### src/sv/rc_serial_frame_channel_decoder_assert.svh
// assertion macros shared by the frame decoder modules
`ifndef RC_SERIAL_FRAME_CHANNEL_DECODER_ASSERT_SVH
`define RC_SERIAL_FRAME_CHANNEL_DECODER_ASSERT_SVH
// same-cycle implication
`define RCFD_ASSERT_NOW(name, ante, cons) \
    name: assert property (@(posedge aclk) disable iff (!aresetn) (ante) |-> (cons)) \
        else $error("rcfd: same-cycle check failed");
// next-cycle implication
`define RCFD_ASSERT_NEXT(name, ante, cons) \
    name: assert property (@(posedge aclk) disable iff (!aresetn) (ante) |=> (cons)) \
        else $error("rcfd: next-cycle check failed");
`endif

### src/sv/rcfd_pkg.sv
// types and constants of the serial frame channel decoder
package rcfd_pkg;

    localparam int NUM_CHANNELS_DEF    = 12;
    localparam int FRAME_BYTES_DEF     = 16;
    localparam int SLOTS_PER_FRAME_DEF = 7;
    localparam int QUEUE_DEPTH         = 2;

    localparam int CFG_IDX_W  = 3;
    localparam int CFG_DATA_W = 16;

    typedef enum logic [1:0] {
        REQ_BYTE = 2'd0,
        REQ_TICK = 2'd1,
        REQ_READ = 2'd2,
        REQ_NONE = 2'd3
    } req_kind_t;

    typedef struct packed {
        req_kind_t   kind;
        logic [7:0]  arg;
        logic        idx_ok;
    } cmd_t;

    typedef struct packed {
        logic full;
        logic empty;
    } q_stat_t;

    localparam logic [CFG_IDX_W-1:0] CFG_PROTOCOL_MODE   = 3'd0;
    localparam logic [CFG_IDX_W-1:0] CFG_GAP_TICKS       = 3'd1;
    localparam logic [CFG_IDX_W-1:0] CFG_FAILSAFE_TICKS  = 3'd2;
    localparam logic [CFG_IDX_W-1:0] CFG_TIMEOUT_CODE    = 3'd3;
    localparam logic [CFG_IDX_W-1:0] CFG_SECOND_FRAME    = 3'd4;
    localparam logic [CFG_IDX_W-1:0] CFG_RES_HEADER_MASK = 3'd5;

    localparam logic [1:0]  PROTOCOL_MODE_RST = 2'd0;
    localparam logic [7:0]  GAP_TICKS_RST     = 8'd4;
    localparam logic [7:0]  FAILSAFE_RST      = 8'd64;
    localparam logic [15:0] TIMEOUT_CODE_RST  = 16'hfffe;
    localparam logic [15:0] SECOND_FRAME_RST  = 16'h8000;
    localparam logic [7:0]  RES_HDR_MASK_RST  = 8'h10;

    localparam logic [1:0] MODE_DSM2     = 2'd0;
    localparam logic [1:0] MODE_DSMX_10  = 2'd1;
    localparam logic [1:0] MODE_DSMX_11  = 2'd2;

    localparam logic [7:0] HDR_DSM2_A = 8'h01;
    localparam logic [7:0] HDR_DSM2_B = 8'h02;
    localparam logic [7:0] HDR_DSM2_C = 8'h12;
    localparam logic [7:0] HDR_DSMX_A = 8'ha2;
    localparam logic [7:0] HDR_DSMX_B = 8'hb2;

    localparam logic [15:0] EMPTY_SLOT = 16'hffff;
    localparam logic [15:0] MASK_10BIT = 16'h03ff;
    localparam logic [15:0] MASK_11BIT = 16'h07ff;

    localparam logic [1:0] ST_READ_OK      = 2'd0;
    localparam logic [1:0] ST_OUT_OF_RANGE = 2'd1;
    localparam logic [1:0] ST_NOT_READ     = 2'd2;

    localparam logic [1:0] EV_NONE   = 2'd0;
    localparam logic [1:0] EV_ACCEPT = 2'd1;
    localparam logic [1:0] EV_REJECT = 2'd2;

endpackage

### src/sv/rcfd_ram.sv
// generic single-write, single-read ram with registered read data
module rcfd_ram #(
    parameter int WIDTH = 8,
    parameter int DEPTH = 16
) (
    input  logic                                  aclk,
    input  logic                                  we,
    input  logic [(DEPTH > 1 ? $clog2(DEPTH) : 1)-1:0] waddr,
    input  logic [WIDTH-1:0]                      wdata,
    input  logic [(DEPTH > 1 ? $clog2(DEPTH) : 1)-1:0] raddr,
    output logic [WIDTH-1:0]                      rdata
);

    logic [WIDTH-1:0] mem_reg [DEPTH];
    logic [WIDTH-1:0] rdata_reg;

    always_ff @(posedge aclk) begin
        if (we) begin
            mem_reg[waddr] <= wdata;
        end
        rdata_reg <= mem_reg[raddr];
    end

    assign rdata = rdata_reg;

endmodule

### src/sv/rcfd_front.sv
// input stage: takes a transfer and classifies it into a command
module rcfd_front import rcfd_pkg::*; #(
    parameter int NUM_CHANNELS = NUM_CHANNELS_DEF
) (
    input  logic       aclk,
    input  logic       aresetn,
    input  logic       s_valid,
    output logic       s_ready,
    input  logic [1:0] s_req_type,
    input  logic [7:0] s_data_byte,
    input  logic [7:0] s_channel_index,
    input  q_stat_t    q_stat,
    output logic       push,
    output cmd_t       push_cmd
);

    localparam logic [7:0] NUM_CH_W8 = 8'(NUM_CHANNELS);

    logic hold_valid_reg, hold_valid_next;
    cmd_t hold_cmd_reg, hold_cmd_next;
    cmd_t in_cmd;
    logic accept;

    always_comb begin
        in_cmd.kind   = req_kind_t'(s_req_type);
        in_cmd.arg    = (in_cmd.kind == REQ_READ) ? s_channel_index : s_data_byte;
        in_cmd.idx_ok = (s_channel_index < NUM_CH_W8);
    end

    assign push    = hold_valid_reg && !q_stat.full;
    assign s_ready = !hold_valid_reg || !q_stat.full;
    assign accept  = s_valid && s_ready;
    assign push_cmd = hold_cmd_reg;

    always_comb begin
        hold_valid_next = hold_valid_reg;
        hold_cmd_next   = hold_cmd_reg;
        if (accept) begin
            hold_valid_next = 1'b1;
            hold_cmd_next   = in_cmd;
        end else if (push) begin
            hold_valid_next = 1'b0;
        end
    end

    always_ff @(posedge aclk) begin
        if (!aresetn) begin
            hold_valid_reg <= 1'b0;
        end else begin
            hold_valid_reg <= hold_valid_next;
        end
        hold_cmd_reg <= hold_cmd_next;
    end

endmodule

### src/sv/rcfd_queue.sv
// short command queue between the front and back stages
`include "rc_serial_frame_channel_decoder_assert.svh"
module rcfd_queue import rcfd_pkg::*; (
    input  logic    aclk,
    input  logic    aresetn,
    input  logic    push,
    input  cmd_t    push_cmd,
    input  logic    pop,
    output cmd_t    head_cmd,
    output q_stat_t stat
);

    localparam int AW = (QUEUE_DEPTH > 1) ? $clog2(QUEUE_DEPTH) : 1;
    localparam int CW = $clog2(QUEUE_DEPTH + 1);
    localparam logic [AW-1:0] LAST = AW'(QUEUE_DEPTH - 1);
    localparam logic [CW-1:0] FULL_CNT = CW'(QUEUE_DEPTH);

    cmd_t            entry_reg [QUEUE_DEPTH];
    logic [AW-1:0]   wr_ptr_reg, wr_ptr_next;
    logic [AW-1:0]   rd_ptr_reg, rd_ptr_next;
    logic [CW-1:0]   count_reg, count_next;

    assign stat.full  = (count_reg == FULL_CNT);
    assign stat.empty = (count_reg == '0);
    assign head_cmd   = entry_reg[rd_ptr_reg];

    always_comb begin
        wr_ptr_next = wr_ptr_reg;
        rd_ptr_next = rd_ptr_reg;
        count_next  = count_reg;
        if (push) begin
            wr_ptr_next = (wr_ptr_reg == LAST) ? '0 : wr_ptr_reg + 1'b1;
        end
        if (pop) begin
            rd_ptr_next = (rd_ptr_reg == LAST) ? '0 : rd_ptr_reg + 1'b1;
        end
        if (push && !pop) begin
            count_next = count_reg + 1'b1;
        end else if (pop && !push) begin
            count_next = count_reg - 1'b1;
        end
    end

    always_ff @(posedge aclk) begin
        if (!aresetn) begin
            wr_ptr_reg <= '0;
            rd_ptr_reg <= '0;
            count_reg  <= '0;
        end else begin
            wr_ptr_reg <= wr_ptr_next;
            rd_ptr_reg <= rd_ptr_next;
            count_reg  <= count_next;
        end
        if (push) begin
            entry_reg[wr_ptr_reg] <= push_cmd;
        end
    end

    `RCFD_ASSERT_NOW(a_q_no_overflow, push, !stat.full)
    `RCFD_ASSERT_NOW(a_q_no_underflow, pop, !stat.empty)

endmodule

### src/sv/rcfd_back.sv
// execution stage: counters, frame capture and decode, channel store, result register
`include "rc_serial_frame_channel_decoder_assert.svh"
module rcfd_back import rcfd_pkg::*; #(
    parameter int NUM_CHANNELS    = NUM_CHANNELS_DEF,
    parameter int FRAME_BYTES     = FRAME_BYTES_DEF,
    parameter int SLOTS_PER_FRAME = SLOTS_PER_FRAME_DEF
) (
    input  logic                  aclk,
    input  logic                  aresetn,
    input  logic                  cfg_we,
    input  logic [CFG_IDX_W-1:0]  cfg_index,
    input  logic [CFG_DATA_W-1:0] cfg_wdata,
    input  cmd_t                  q_cmd,
    input  q_stat_t               q_stat,
    output logic                  pop,
    output logic                  m_valid,
    input  logic                  m_ready,
    output logic [15:0]           m_channel_value,
    output logic [1:0]            m_read_status,
    output logic [1:0]            m_frame_event,
    output logic                  m_channels_cleared
);

    localparam int FIT    = (FRAME_BYTES - 2) / 2;
    localparam int SLOTS  = (SLOTS_PER_FRAME < FIT) ? SLOTS_PER_FRAME : FIT;
    localparam int SLOT_W = (SLOTS > 1) ? $clog2(SLOTS) : 1;
    localparam int BUF_AW = (FRAME_BYTES > 1) ? $clog2(FRAME_BYTES) : 1;
    localparam int POS_W  = $clog2(FRAME_BYTES + 1);
    localparam int CH_AW  = (NUM_CHANNELS > 1) ? $clog2(NUM_CHANNELS) : 1;
    localparam logic [POS_W-1:0]  POS_END   = POS_W'(FRAME_BYTES);
    localparam logic [SLOT_W-1:0] SLOT_LAST = SLOT_W'(SLOTS - 1);
    localparam logic [BUF_AW-1:0] HDR_ADDR  = BUF_AW'(1);

    typedef enum logic [2:0] {
        S_IDLE,
        S_HDR,
        S_CHK,
        S_HI,
        S_LO,
        S_RESP
    } state_t;

    state_t state_reg, state_next;

    logic [1:0]  mode_reg, mode_next;
    logic [7:0]  gap_reg, gap_next;
    logic [7:0]  fs_lim_reg, fs_lim_next;
    logic [15:0] tcode_reg, tcode_next;
    logic [15:0] sfm_reg, sfm_next;
    logic [7:0]  rhm_reg, rhm_next;

    logic [15:0]       store_reg [NUM_CHANNELS];
    logic [15:0]       store_next [NUM_CHANNELS];
    logic [POS_W-1:0]  pos_reg, pos_next;
    logic              armed_reg, armed_next;
    logic [7:0]        idle_cnt_reg, idle_cnt_next;
    logic [7:0]        fs_cnt_reg, fs_cnt_next;
    logic              res11_reg, res11_next;
    logic [SLOT_W-1:0] slot_reg, slot_next;
    logic [7:0]        hi_reg, hi_next;

    logic [15:0] pend_value_reg, pend_value_next;
    logic [1:0]  pend_status_reg, pend_status_next;
    logic [1:0]  pend_event_reg, pend_event_next;
    logic        pend_cleared_reg, pend_cleared_next;

    logic        m_valid_reg, m_valid_next;
    logic [15:0] m_value_reg, m_value_next;
    logic [1:0]  m_status_reg, m_status_next;
    logic [1:0]  m_event_reg, m_event_next;
    logic        m_cleared_reg, m_cleared_next;

    logic              ram_we;
    logic [BUF_AW-1:0] ram_raddr;
    logic [7:0]        ram_rdata;

    logic decoding;
    logic resp_load;

    rcfd_ram #(
        .WIDTH (8),
        .DEPTH (FRAME_BYTES)
    ) u_frame_buf (
        .aclk  (aclk),
        .we    (ram_we),
        .waddr (pos_reg[BUF_AW-1:0]),
        .wdata (q_cmd.arg),
        .raddr (ram_raddr),
        .rdata (ram_rdata)
    );

    always_comb begin
        logic [15:0]       word;
        logic [3:0]        ch;
        logic [7:0]        hdr;
        logic              hdr_ok;
        logic              hdr_res11;
        logic [7:0]        idle_inc;
        logic [7:0]        fs_inc;
        logic [POS_W-1:0]  pos_inc;
        logic [BUF_AW-1:0] slot_ext;
        logic              out_free;

        state_next        = state_reg;
        mode_next         = mode_reg;
        gap_next          = gap_reg;
        fs_lim_next       = fs_lim_reg;
        tcode_next        = tcode_reg;
        sfm_next          = sfm_reg;
        rhm_next          = rhm_reg;
        store_next        = store_reg;
        pos_next          = pos_reg;
        armed_next        = armed_reg;
        idle_cnt_next     = idle_cnt_reg;
        fs_cnt_next       = fs_cnt_reg;
        res11_next        = res11_reg;
        slot_next         = slot_reg;
        hi_next           = hi_reg;
        pend_value_next   = pend_value_reg;
        pend_status_next  = pend_status_reg;
        pend_event_next   = pend_event_reg;
        pend_cleared_next = pend_cleared_reg;
        m_value_next      = m_value_reg;
        m_status_next     = m_status_reg;
        m_event_next      = m_event_reg;
        m_cleared_next    = m_cleared_reg;
        m_valid_next      = m_valid_reg && !m_ready;
        pop               = 1'b0;
        ram_we            = 1'b0;
        ram_raddr         = HDR_ADDR;

        word      = {hi_reg, ram_rdata};
        ch        = res11_reg ? word[14:11] : word[13:10];
        hdr       = ram_rdata;
        idle_inc  = idle_cnt_reg + 8'd1;
        fs_inc    = fs_cnt_reg + 8'd1;
        pos_inc   = pos_reg + 1'b1;
        slot_ext  = BUF_AW'(slot_reg);
        out_free  = !m_valid_reg || m_ready;
        hdr_ok    = 1'b0;
        hdr_res11 = 1'b0;

        if (cfg_we) begin
            case (cfg_index)
                CFG_PROTOCOL_MODE:   mode_next   = cfg_wdata[1:0];
                CFG_GAP_TICKS:       gap_next    = cfg_wdata[7:0];
                CFG_FAILSAFE_TICKS:  fs_lim_next = cfg_wdata[7:0];
                CFG_TIMEOUT_CODE:    tcode_next  = cfg_wdata;
                CFG_SECOND_FRAME:    sfm_next    = cfg_wdata;
                CFG_RES_HEADER_MASK: rhm_next    = cfg_wdata[7:0];
                default: ;
            endcase
        end

        case (state_reg)
            S_IDLE: begin
                if (!q_stat.empty) begin
                    pop               = 1'b1;
                    pend_value_next   = '0;
                    pend_status_next  = ST_NOT_READ;
                    pend_event_next   = EV_NONE;
                    pend_cleared_next = 1'b0;
                    state_next        = S_RESP;
                    case (q_cmd.kind)
                        REQ_BYTE: begin
                            idle_cnt_next = '0;
                            if (armed_reg && pos_reg < POS_END) begin
                                ram_we   = 1'b1;
                                pos_next = pos_inc;
                                if (pos_inc == POS_END) begin
                                    armed_next = 1'b0;
                                    state_next = S_HDR;
                                end
                            end
                        end
                        REQ_TICK: begin
                            if (idle_inc > gap_reg) begin
                                armed_next    = 1'b1;
                                pos_next      = '0;
                                idle_cnt_next = '0;
                            end else begin
                                idle_cnt_next = idle_inc;
                            end
                            if (fs_inc > fs_lim_reg) begin
                                for (int i = 0; i < NUM_CHANNELS; i++) begin
                                    store_next[i] = tcode_reg;
                                end
                                fs_cnt_next       = '0;
                                pend_cleared_next = 1'b1;
                            end else begin
                                fs_cnt_next = fs_inc;
                            end
                        end
                        REQ_READ: begin
                            if (q_cmd.idx_ok) begin
                                pend_value_next  = store_reg[q_cmd.arg[CH_AW-1:0]];
                                pend_status_next = ST_READ_OK;
                            end else begin
                                pend_status_next = ST_OUT_OF_RANGE;
                            end
                        end
                        default: ;
                    endcase
                end
            end
            S_HDR: begin
                ram_raddr  = HDR_ADDR;
                state_next = S_CHK;
            end
            S_CHK: begin
                if (hdr == HDR_DSM2_A || hdr == HDR_DSM2_B || hdr == HDR_DSM2_C) begin
                    hdr_ok    = (mode_reg == MODE_DSM2);
                    hdr_res11 = |(hdr & rhm_reg);
                end else if (hdr == HDR_DSMX_A || hdr == HDR_DSMX_B) begin
                    hdr_ok    = (mode_reg == MODE_DSMX_10) || (mode_reg == MODE_DSMX_11);
                    hdr_res11 = (mode_reg == MODE_DSMX_11);
                end
                if (hdr_ok) begin
                    res11_next = hdr_res11;
                    slot_next  = '0;
                    ram_raddr  = BUF_AW'(2);
                    state_next = S_HI;
                end else begin
                    pend_event_next = EV_REJECT;
                    state_next      = S_RESP;
                end
            end
            S_HI: begin
                hi_next    = ram_rdata;
                ram_raddr  = (slot_ext << 1) + BUF_AW'(3);
                state_next = S_LO;
            end
            S_LO: begin
                if (word != EMPTY_SLOT && slot_reg != '0 && |(word & sfm_reg)) begin
                    pend_event_next = EV_REJECT;
                    state_next      = S_RESP;
                end else begin
                    if (word != EMPTY_SLOT) begin
                        for (int i = 0; i < NUM_CHANNELS; i++) begin
                            if (ch == 4'(i)) begin
                                store_next[i] = word & (res11_reg ? MASK_11BIT : MASK_10BIT);
                            end
                        end
                    end
                    if (slot_reg == SLOT_LAST) begin
                        pend_event_next = EV_ACCEPT;
                        fs_cnt_next     = '0;
                        state_next      = S_RESP;
                    end else begin
                        slot_next  = slot_reg + 1'b1;
                        ram_raddr  = ((slot_ext + 1'b1) << 1) + BUF_AW'(2);
                        state_next = S_HI;
                    end
                end
            end
            S_RESP: begin
                if (out_free) begin
                    m_valid_next   = 1'b1;
                    m_value_next   = pend_value_reg;
                    m_status_next  = pend_status_reg;
                    m_event_next   = pend_event_reg;
                    m_cleared_next = pend_cleared_reg;
                    state_next     = S_IDLE;
                end
            end
            default: state_next = S_IDLE;
        endcase
    end

    always_ff @(posedge aclk) begin
        if (!aresetn) begin
            state_reg    <= S_IDLE;
            mode_reg     <= PROTOCOL_MODE_RST;
            gap_reg      <= GAP_TICKS_RST;
            fs_lim_reg   <= FAILSAFE_RST;
            tcode_reg    <= TIMEOUT_CODE_RST;
            sfm_reg      <= SECOND_FRAME_RST;
            rhm_reg      <= RES_HDR_MASK_RST;
            for (int i = 0; i < NUM_CHANNELS; i++) begin
                store_reg[i] <= TIMEOUT_CODE_RST;
            end
            pos_reg      <= '0;
            armed_reg    <= 1'b0;
            idle_cnt_reg <= '0;
            fs_cnt_reg   <= '0;
            m_valid_reg  <= 1'b0;
        end else begin
            state_reg    <= state_next;
            mode_reg     <= mode_next;
            gap_reg      <= gap_next;
            fs_lim_reg   <= fs_lim_next;
            tcode_reg    <= tcode_next;
            sfm_reg      <= sfm_next;
            rhm_reg      <= rhm_next;
            store_reg    <= store_next;
            pos_reg      <= pos_next;
            armed_reg    <= armed_next;
            idle_cnt_reg <= idle_cnt_next;
            fs_cnt_reg   <= fs_cnt_next;
            m_valid_reg  <= m_valid_next;
        end
        res11_reg        <= res11_next;
        slot_reg         <= slot_next;
        hi_reg           <= hi_next;
        pend_value_reg   <= pend_value_next;
        pend_status_reg  <= pend_status_next;
        pend_event_reg   <= pend_event_next;
        pend_cleared_reg <= pend_cleared_next;
        m_value_reg      <= m_value_next;
        m_status_reg     <= m_status_next;
        m_event_reg      <= m_event_next;
        m_cleared_reg    <= m_cleared_next;
    end

    assign m_valid            = m_valid_reg;
    assign m_channel_value    = m_value_reg;
    assign m_read_status      = m_status_reg;
    assign m_frame_event      = m_event_reg;
    assign m_channels_cleared = m_cleared_reg;

    assign decoding  = (state_reg == S_HDR) || (state_reg == S_CHK) ||
                       (state_reg == S_HI) || (state_reg == S_LO);
    assign resp_load = (state_reg == S_RESP) && (!m_valid_reg || m_ready);

    `RCFD_ASSERT_NOW(a_armed_pos_in_frame, armed_reg, pos_reg < POS_END)
    `RCFD_ASSERT_NOW(a_decode_disarmed, decoding, !armed_reg)
    `RCFD_ASSERT_NEXT(a_resp_loads_output, resp_load, m_valid_reg && state_reg == S_IDLE)
    `RCFD_ASSERT_NOW(a_pop_only_idle, pop, state_reg == S_IDLE)

endmodule

### src/sv/rc_serial_frame_channel_decoder.sv
// top level of the serial frame channel decoder
//
//  channel  | handshake          | payload
//  ---------+--------------------+--------------------------------------------------
//  input    | s_valid / s_ready  | s_req_type, s_data_byte, s_channel_index
//  result   | m_valid / m_ready  | m_channel_value, m_read_status, m_frame_event,
//           |                    | m_channels_cleared
//  config   | cfg_we             | cfg_index, cfg_wdata
//
//  a transfer passes an input register and a two-entry queue, then the execution fsm
//  ticks, reads and non-frame bytes pass from the idle to the response state; a frame's
//  last byte also takes a header read and check, then up to a high and a low read per slot on
//  the one buffer read port; reset is synchronous, the channel store gets the timeout code
//  the result register holds while m_ready is low, the queue keeps taking input until full
module rc_serial_frame_channel_decoder import rcfd_pkg::*; #(
    parameter int NUM_CHANNELS    = NUM_CHANNELS_DEF,
    parameter int FRAME_BYTES     = FRAME_BYTES_DEF,
    parameter int SLOTS_PER_FRAME = SLOTS_PER_FRAME_DEF
) (
    input  logic                  aclk,
    input  logic                  aresetn,
    input  logic                  s_valid,
    output logic                  s_ready,
    input  logic [1:0]            s_req_type,
    input  logic [7:0]            s_data_byte,
    input  logic [7:0]            s_channel_index,
    output logic                  m_valid,
    input  logic                  m_ready,
    output logic [15:0]           m_channel_value,
    output logic [1:0]            m_read_status,
    output logic [1:0]            m_frame_event,
    output logic                  m_channels_cleared,
    input  logic                  cfg_we,
    input  logic [CFG_IDX_W-1:0]  cfg_index,
    input  logic [CFG_DATA_W-1:0] cfg_wdata
);

    q_stat_t q_stat;
    logic    push;
    cmd_t    push_cmd;
    logic    pop;
    cmd_t    head_cmd;

    rcfd_front #(
        .NUM_CHANNELS (NUM_CHANNELS)
    ) u_front (
        .aclk            (aclk),
        .aresetn         (aresetn),
        .s_valid         (s_valid),
        .s_ready         (s_ready),
        .s_req_type      (s_req_type),
        .s_data_byte     (s_data_byte),
        .s_channel_index (s_channel_index),
        .q_stat          (q_stat),
        .push            (push),
        .push_cmd        (push_cmd)
    );

    rcfd_queue u_queue (
        .aclk     (aclk),
        .aresetn  (aresetn),
        .push     (push),
        .push_cmd (push_cmd),
        .pop      (pop),
        .head_cmd (head_cmd),
        .stat     (q_stat)
    );

    rcfd_back #(
        .NUM_CHANNELS    (NUM_CHANNELS),
        .FRAME_BYTES     (FRAME_BYTES),
        .SLOTS_PER_FRAME (SLOTS_PER_FRAME)
    ) u_back (
        .aclk               (aclk),
        .aresetn            (aresetn),
        .cfg_we             (cfg_we),
        .cfg_index          (cfg_index),
        .cfg_wdata          (cfg_wdata),
        .q_cmd              (head_cmd),
        .q_stat             (q_stat),
        .pop                (pop),
        .m_valid            (m_valid),
        .m_ready            (m_ready),
        .m_channel_value    (m_channel_value),
        .m_read_status      (m_read_status),
        .m_frame_event      (m_frame_event),
        .m_channels_cleared (m_channels_cleared)
    );

endmodule

### config.mk
export PLATFORM = sky130hd
export DESIGN_NAME = rc_serial_frame_channel_decoder
export DESIGN_NICKNAME = d
export VERILOG_FILES = /design/src/sv/rcfd_pkg.sv /design/src/sv/rcfd_ram.sv /design/src/sv/rcfd_front.sv /design/src/sv/rcfd_queue.sv /design/src/sv/rcfd_back.sv /design/src/sv/rc_serial_frame_channel_decoder.sv
export VERILOG_INCLUDE_DIRS = /design/src /design/src/sv
export SDC_FILE = /design/constraint.sdc
export NUM_CORES = 1
export LEC_CHECK = 0
export BUFFER_PORTS_ARGS = -buffer_cell sky130_fd_sc_hd__buf_4
export CAP_MARGIN = 20
export CORE_MARGIN = 5
export CORE_UTILIZATION = 47
export CTS_CLUSTER_DIAMETER = 60
export DETAILED_ROUTE_END_ITERATION = 16
export GPL_ROUTABILITY_DRIVEN = 1
export PLACE_DENSITY = 0.62
export SLEW_MARGIN = 20
export SYNTH_ARGS = -nofsm -noshare
export SYNTH_HDL_FRONTEND = slang
export SYNTH_SLANG_ARGS = --single-unit
### constraint.sdc
create_clock -name aclk -period 3.4 [get_ports aclk]
set_input_delay 0.68 -clock aclk [delete_from_list [all_inputs] [get_ports aclk]]
set_output_delay 0.68 -clock aclk [all_outputs]
set_load 0.02 [all_outputs]
-- Word-level counts from Yosys, hierarchy flattened
Memories as Yosys holds them, arrays and structs flattened. A register that Yosys moved wholly into a read port is not among the register bits.
Cells that the tools add are included.
- memory bits (writable): 150
- word-level logic and storage cells: 278
- memories: 2
- register bits: 346
- memory list (memory ; depth ; bits a word ; rd ports ; clocked after Yosys merged registers in ; write ports ; RTL line ; text):
    u_back.u_frame_buf.mem_reg ; 16 ; 8 ; 1 ; 1 ; 1 ; rcfd_ram.sv:14 ; logic [WIDTH-1:0] mem_reg [DEPTH];
    u_queue.entry_reg ; 2 ; 11 ; 1 ; 1 ; 1 ; rcfd_queue.sv:18 ; cmd_t entry_reg [QUEUE_DEPTH];
- reduce and logical (&&, ||, !) cells: 64
- $lt $le $gt $ge: 5
- eq/ne operators: 61
- bitwise logic cells: 5
- add/sub/neg operators: 11
- muxes and demuxes: 88
- operator list (cell ; count):
    192-bit two-way mux ; 5
    192-bit case mux with 2 select lines ; 1
    16-bit two-way mux ; 14
    7-bit AND reduction ; 12
    16-bit binary-select mux with 4-bit select ; 1
    8-bit two-way mux ; 7
    2-bit by 1-bit inequality test with 1-bit output (second input constant) ; 19
    3-bit two-way mux ; 11
    16-bit AND ; 2
    8-bit case mux with 2 select lines ; 2
    1-bit two-way mux ; 28
    2-bit AND reduction ; 11
    3-bit case mux with 6 select lines ; 1
    8-bit by 1-bit adder with 8-bit output (second input constant) ; 2
    4-bit by 3-bit == test with 1-bit output (second input constant) ; 4
    4-bit == test (second input constant) ; 4
    8-bit == test (second input constant) ; 2
    8-bit greater-than comparator ; 2
    16-bit inequality test (second input constant) ; 1
    16-bit OR reduction ; 1
    3-bit == test (second input constant) ; 5
    2-bit two-way mux ; 7
    3-bit by 2-bit == test with 1-bit output (second input constant) ; 4
    4-bit two-way mux ; 3
    other kinds (43) ; 85

-- Logic depth before layout (Yosys ltp)
- word-level depth: 8
- gate-level depth with buffers: 13

-- Cells and area by module
From an unflattened synthesis, not the netlist that was laid out.
- cell total of the unflattened synthesis: 1746
- area total of the unflattened synthesis: 20921.3 um^2
- modules (own cells, without submodules) (module ; instances ; area an instance (um^2) ; cells an instance):
    rcfd_back ; 1 ; 14273.7 ; 1432
    rcfd_ram ; 1 ; 5147.4 ; 229
    rcfd_queue ; 1 ; 1008.5 ; 56
    rcfd_front ; 1 ; 491.7 ; 29

-- Worst setup path before layout
OpenSTA, ideal clock, no wires.
- kind: reg2reg
- start: reg u_back.idle_cnt_reg[2]
- end: reg u_back.idle_cnt_reg[4]
- cell stages (with the launch flop): 13
- data required time: 3326 ps
- library setup time: 74 ps
- slack: 344 ps
- arrival time: 2982 ps
- cells stage by stage: dfxtp_1 -> nand3_1 -> or2_2 -> or2_2 -> xnor2_1 -> ha_1 -> nand3_1 -> nor3_1 -> a21oi_1 -> a21oi_1 -> nand2_1 -> or4_1 -> o21ai_0
- cells in the longest elaborated chain, start to end: 4
- ends and longest elaborated chain (item ; RTL line ; text):
    from (decl) ; rcfd_back.sv:56 ; logic [7:0] idle_cnt_reg, idle_cnt_next;
    from (signal assigned) ; rcfd_back.sv:298 ; idle_cnt_reg <= idle_cnt_next;
    8-bit by 1-bit adder with 8-bit output (*) ; rcfd_back.sv:135 ; idle_inc = idle_cnt_reg + 8'd1;
    8-bit greater-than comparator ; rcfd_back.sv:177 ; if (idle_inc > gap_reg) begin
    8-bit two-way mux (*) ; rcfd_back.sv:177 ;
    8-bit case mux with 2 select lines (*) ; rcfd_back.sv:164 ; case (q_cmd.kind)
Every way passes the cells marked *; elsewhere a longest branch is shown, timed or not.
A chain may end at the register's enable or synchronous reset.

-- Worst setup path after layout
- start: reg u_back.fs_cnt_reg[2]
- end: reg u_back.store_reg[89] in the netlist's numbering
- cells in the longest elaborated chain, start to end: 4
- ends and longest elaborated chain (item ; RTL line ; text):
    from (decl) ; rcfd_back.sv:57 ; logic [7:0] fs_cnt_reg, fs_cnt_next;
    from (signal assigned) ; rcfd_back.sv:299 ; fs_cnt_reg <= fs_cnt_next;
    8-bit by 1-bit adder with 8-bit output ; rcfd_back.sv:136 ; fs_inc = fs_cnt_reg + 8'd1;
    8-bit greater-than comparator ; rcfd_back.sv:184 ; if (fs_inc > fs_lim_reg) begin
    2-bit by 1-bit inequality test with 1-bit output (no source line) ; n/a ;
    7-bit AND reduction (no source line) ; n/a ;
    to (signal assigned) ; rcfd_back.sv:295 ; store_reg <= store_next;
    to (decl) ; rcfd_back.sv:52 ; logic [15:0] store_reg [NUM_CHANNELS];
Every way passes these cells.

==> impl_metrics.ini <==
[sta]
hold_viol_final = 0
slew_violations = 0
fin_crit_sh_pct = 94.5
fin_crit_ns = 3.21
setup_ws_ns = 0.188
relSlewSlack_pct = 31.5
worst_slew_pin_slew_ns = 1.02
rsz0062_at_grt = false
clock_skew_ns = 0.0208
fmax_mhz = 311
setup_viol = 0
setup_tns_ns = 0

[route]
routed_wl_um = 53600
route.detailed.drc = 0
num_vias = 15200
routedWlPerCell_um = 19.5
first_iter_violations = 1137
via_per_inst = 5.53
antenna_left = 0
drtPass1Iterations = 7

[logic_synthesis]
async_flop_share_pct = 0
syn_area_um2 = 21600
synth.avg_cell_area_um2 = 10.7
synth_top_area_share_pct = 29.9
synth.top_cells.by_area = edfxtp_1, dfxtp_1, mux2i_1
syn-num-nets = 2094
yosys.area.top_type = edfxtp_1
synth_cells = 2023
synth_edf_count = 215
ys_ff_latch = 505
ys_types = 62
yosysSeqAreaShare_pct = 56.9
synth_warnings = 0
yosys_most_used_dff = dfxtp_1

[global_routing]
grt_pass1_vias = 14900
grt_max_degree = 88
grt_pass1_wl_um = 83400
grt.total_usage_pct = 20.9
antenna_found_initial = 0
overflow = 0

[placement]
dp_hpwl_um = 35300
portBuffers = 64
place_ws_ns = 0.0920
place_inst = 2640
gp_congestion = 0.876
placed_area_um2 = 22900

[min_path]
min_path_type = in -> reg

[clock_network]
cts_tree = done
clock_latency_ns = 0.60
clockBufferDepth = 3
cts_made_buffers = 53
clkTransAtPathRegs_ns = 0.06
hold_buffers = 0
clock-root-buffer = clkbuf_16
clkSinkCount = 505
cts_htree_levels = 2

[layout]
drive_above_1_share_pct = 14.4
largest_register_ff_count = 192
postLayoutCellArea_um2 = 24700
num_antenna_cells = 0
instances_no_fill = 2746
fillerInstances = 3917
area_delta_synth_final_pct = 14.7
nNetsFinal = 2172

[setup_path]
cp.required_ns = 3.91
cpMaxStageDelayCell = nor2_2
path_buf_inv = 0
start_kind = register
critical-path-max-stage-delay_ns = 0.74
crit_path_max_fanout = 11
path_class = reg -> reg
cp.arrival_ns = 3.72
crit_chain = and3_1 > and3_1 > nand3_1 > xnor2_1 > ha_1 > and3_1 > nand4_1 > o211a_4 > a21oi_4 > nor2_2 > mux2i_1
crit_family = simple AND/OR/NAND/NOR gates
cp_common_cell = and3_1
cp-end-kind = register

[power]
ir_drop_uv = 423
finalPower_mw = 17.2
p_per_area_nw_per_um2 = 697
p_leak_nw = 9.36

[die]
die_h_um = 224
start_util_pct = 47.5
core_um2 = 45400
rows = 78
num_io_pins = 65
die_w_um = 224
die_area_um2 = 50300

[run_status]
status = finished clean

[run]
cap_viol_max_count = 0
[layout make-up]
type | count | area [um^2] | area share, %
sequential | 505 | 12300 | 49.6
inverter | 81 | 310 | 1.25
clock inverter | 17 | 113 | 0.455
timing repair buffer | 143 | 1240 | 5.00
clock buffer | 83 | 1600 | 6.48
tap | 600 | 751 | 3.03
multi-input combinational | 1317 | 8460 | 34.2
[cell families after synthesis]
logic type,after synthesis,synth area share (%)
xor gates and xnor gates,17,0.691
AOI/OAI and AO/OA,306,9.22
adders and majority gates,29,1.68
DFF,505,56.9
and+or+nand+nor,710,14.4
muxes,255,12.9
buffers and inverters,201,4.15
[placed cells by master, fill, tap and decap left out, types with 9 or more instances in the layout]
cell type | Yosys | layout
nand3_1 | 62 | 62
o21ai_0 | 82 | 82
a21oi_1 | 73 | 73
nand2b_1 | 16 | 16
xnor2_1 | 9 | 9
nor3_1 | 26 | 26
buf_12 | 1 | 13
o21a_1 | 9 | 9
o211ai_1 | 15 | 15
buf_4 | 9 | 130
dfxtp_1 | 290 | 290
and3_1 | 30 | 29
inv_1 | 79 | 78
nand2_1 | 314 | 314
clkinv_2 | 0 | 9
clkbuf_16 | 0 | 56
nor2b_1 | 12 | 12
a31oi_1 | 35 | 35
edfxtp_1 | 215 | 215
nor2_1 | 204 | 203
ha_1 | 29 | 29
mux2_2 | 31 | 31
clkbuf_1 | 77 | 16
a22oi_1 | 18 | 18
mux4_2 | 16 | 16
clkbuf_8 | 0 | 10
a311oi_1 | 21 | 21
mux2i_1 | 208 | 204
[synthesized netlist by cell type (all sizes together), types with 9 or more instances]
cell type	number
nor2b	12
a31oi	36
ha	29
edfxtp	215
clkbuf	77
inv	81
nor2	212
mux2	31
mux2i	208
a21oi	81
mux4	16
o21ai	86
and3	30
o21a	9
nand2	314
xnor2	9
a311oi	21
dfxtp	290
nor3	26
nand3	62
nand2b	16
o211ai	15
buf	43
a22oi	18
[report_power, final]
| part | internal [mW] | leakage, nW | switching (mW) |
|---|---|---|---|
| Combinational | 1.47 | 4.19 | 2.64 |
| Sequential | 7.13 | 4.32 | 0.370 |
| Clock | 3.26 | 0.855 | 2.36 |
| Total | 11.9 | 9.36 | 5.38 |
[stage by stage]
stage                     hold slack (ns)  util, %
after floorplan                     0.400        -
after global placement              0.409     50.5
after detailed placement            0.405     50.5
after CTS                           0.239     54.2
after global routing                0.255     54.5
final                               0.273     54.5
[worst register-to-register path, delay by kind of cell, from the launching register on]
kind / cells / cell delay (ns)
and+or+nand+nor: 6 / 1.67
xor gates and xnor gates: 1 / 0.21
DFF: 1 / 0.42
adders and majority gates: 1 / 0.27
AOI/OAI and AO/OA: 2 / 0.26
muxes: 1 / 0.28
[path summary, 6_finish.rpt]
| kind | from | to | slack (ns) | depth (start not counted) |
|---|---|---|---|---|
| worst max-delay path | u_back.fs_cnt_reg[2] | u_back.store_reg[89] | 0.19 | 11 |
| worst min register to register | u_back.pend_status_reg[0] | u_back.m_read_status[0] | 0.42 | 0 |
| worst min-delay path | s_req_type[0] | u_front.push_cmd[9] | 0.27 | 1 |
| worst max register to register | u_back.fs_cnt_reg[2] | u_back.store_reg[89] | 0.19 | 11 |
[repair_timing]
| item | 4_1_cts | 5_1_grt |
|---|---|---|
| setup buffers | 0 | 6 |
| endpoints found under the setup margin | 0 | 66 |
| resized for setup | 0 | 1 |
[layer usage]
metal,part of all wire (%),up-vias,wire length [um],track usage (%)
met4,3.1,0,1660,6.97
met5,0,-,0,0
li1,-,7296,-,-
met1,45,7389,24200,28.3
met3,5.3,108,2840,3.91
met2,47,380,25000,34.0
Note: power is estimated with default switching activity, not from simulation.
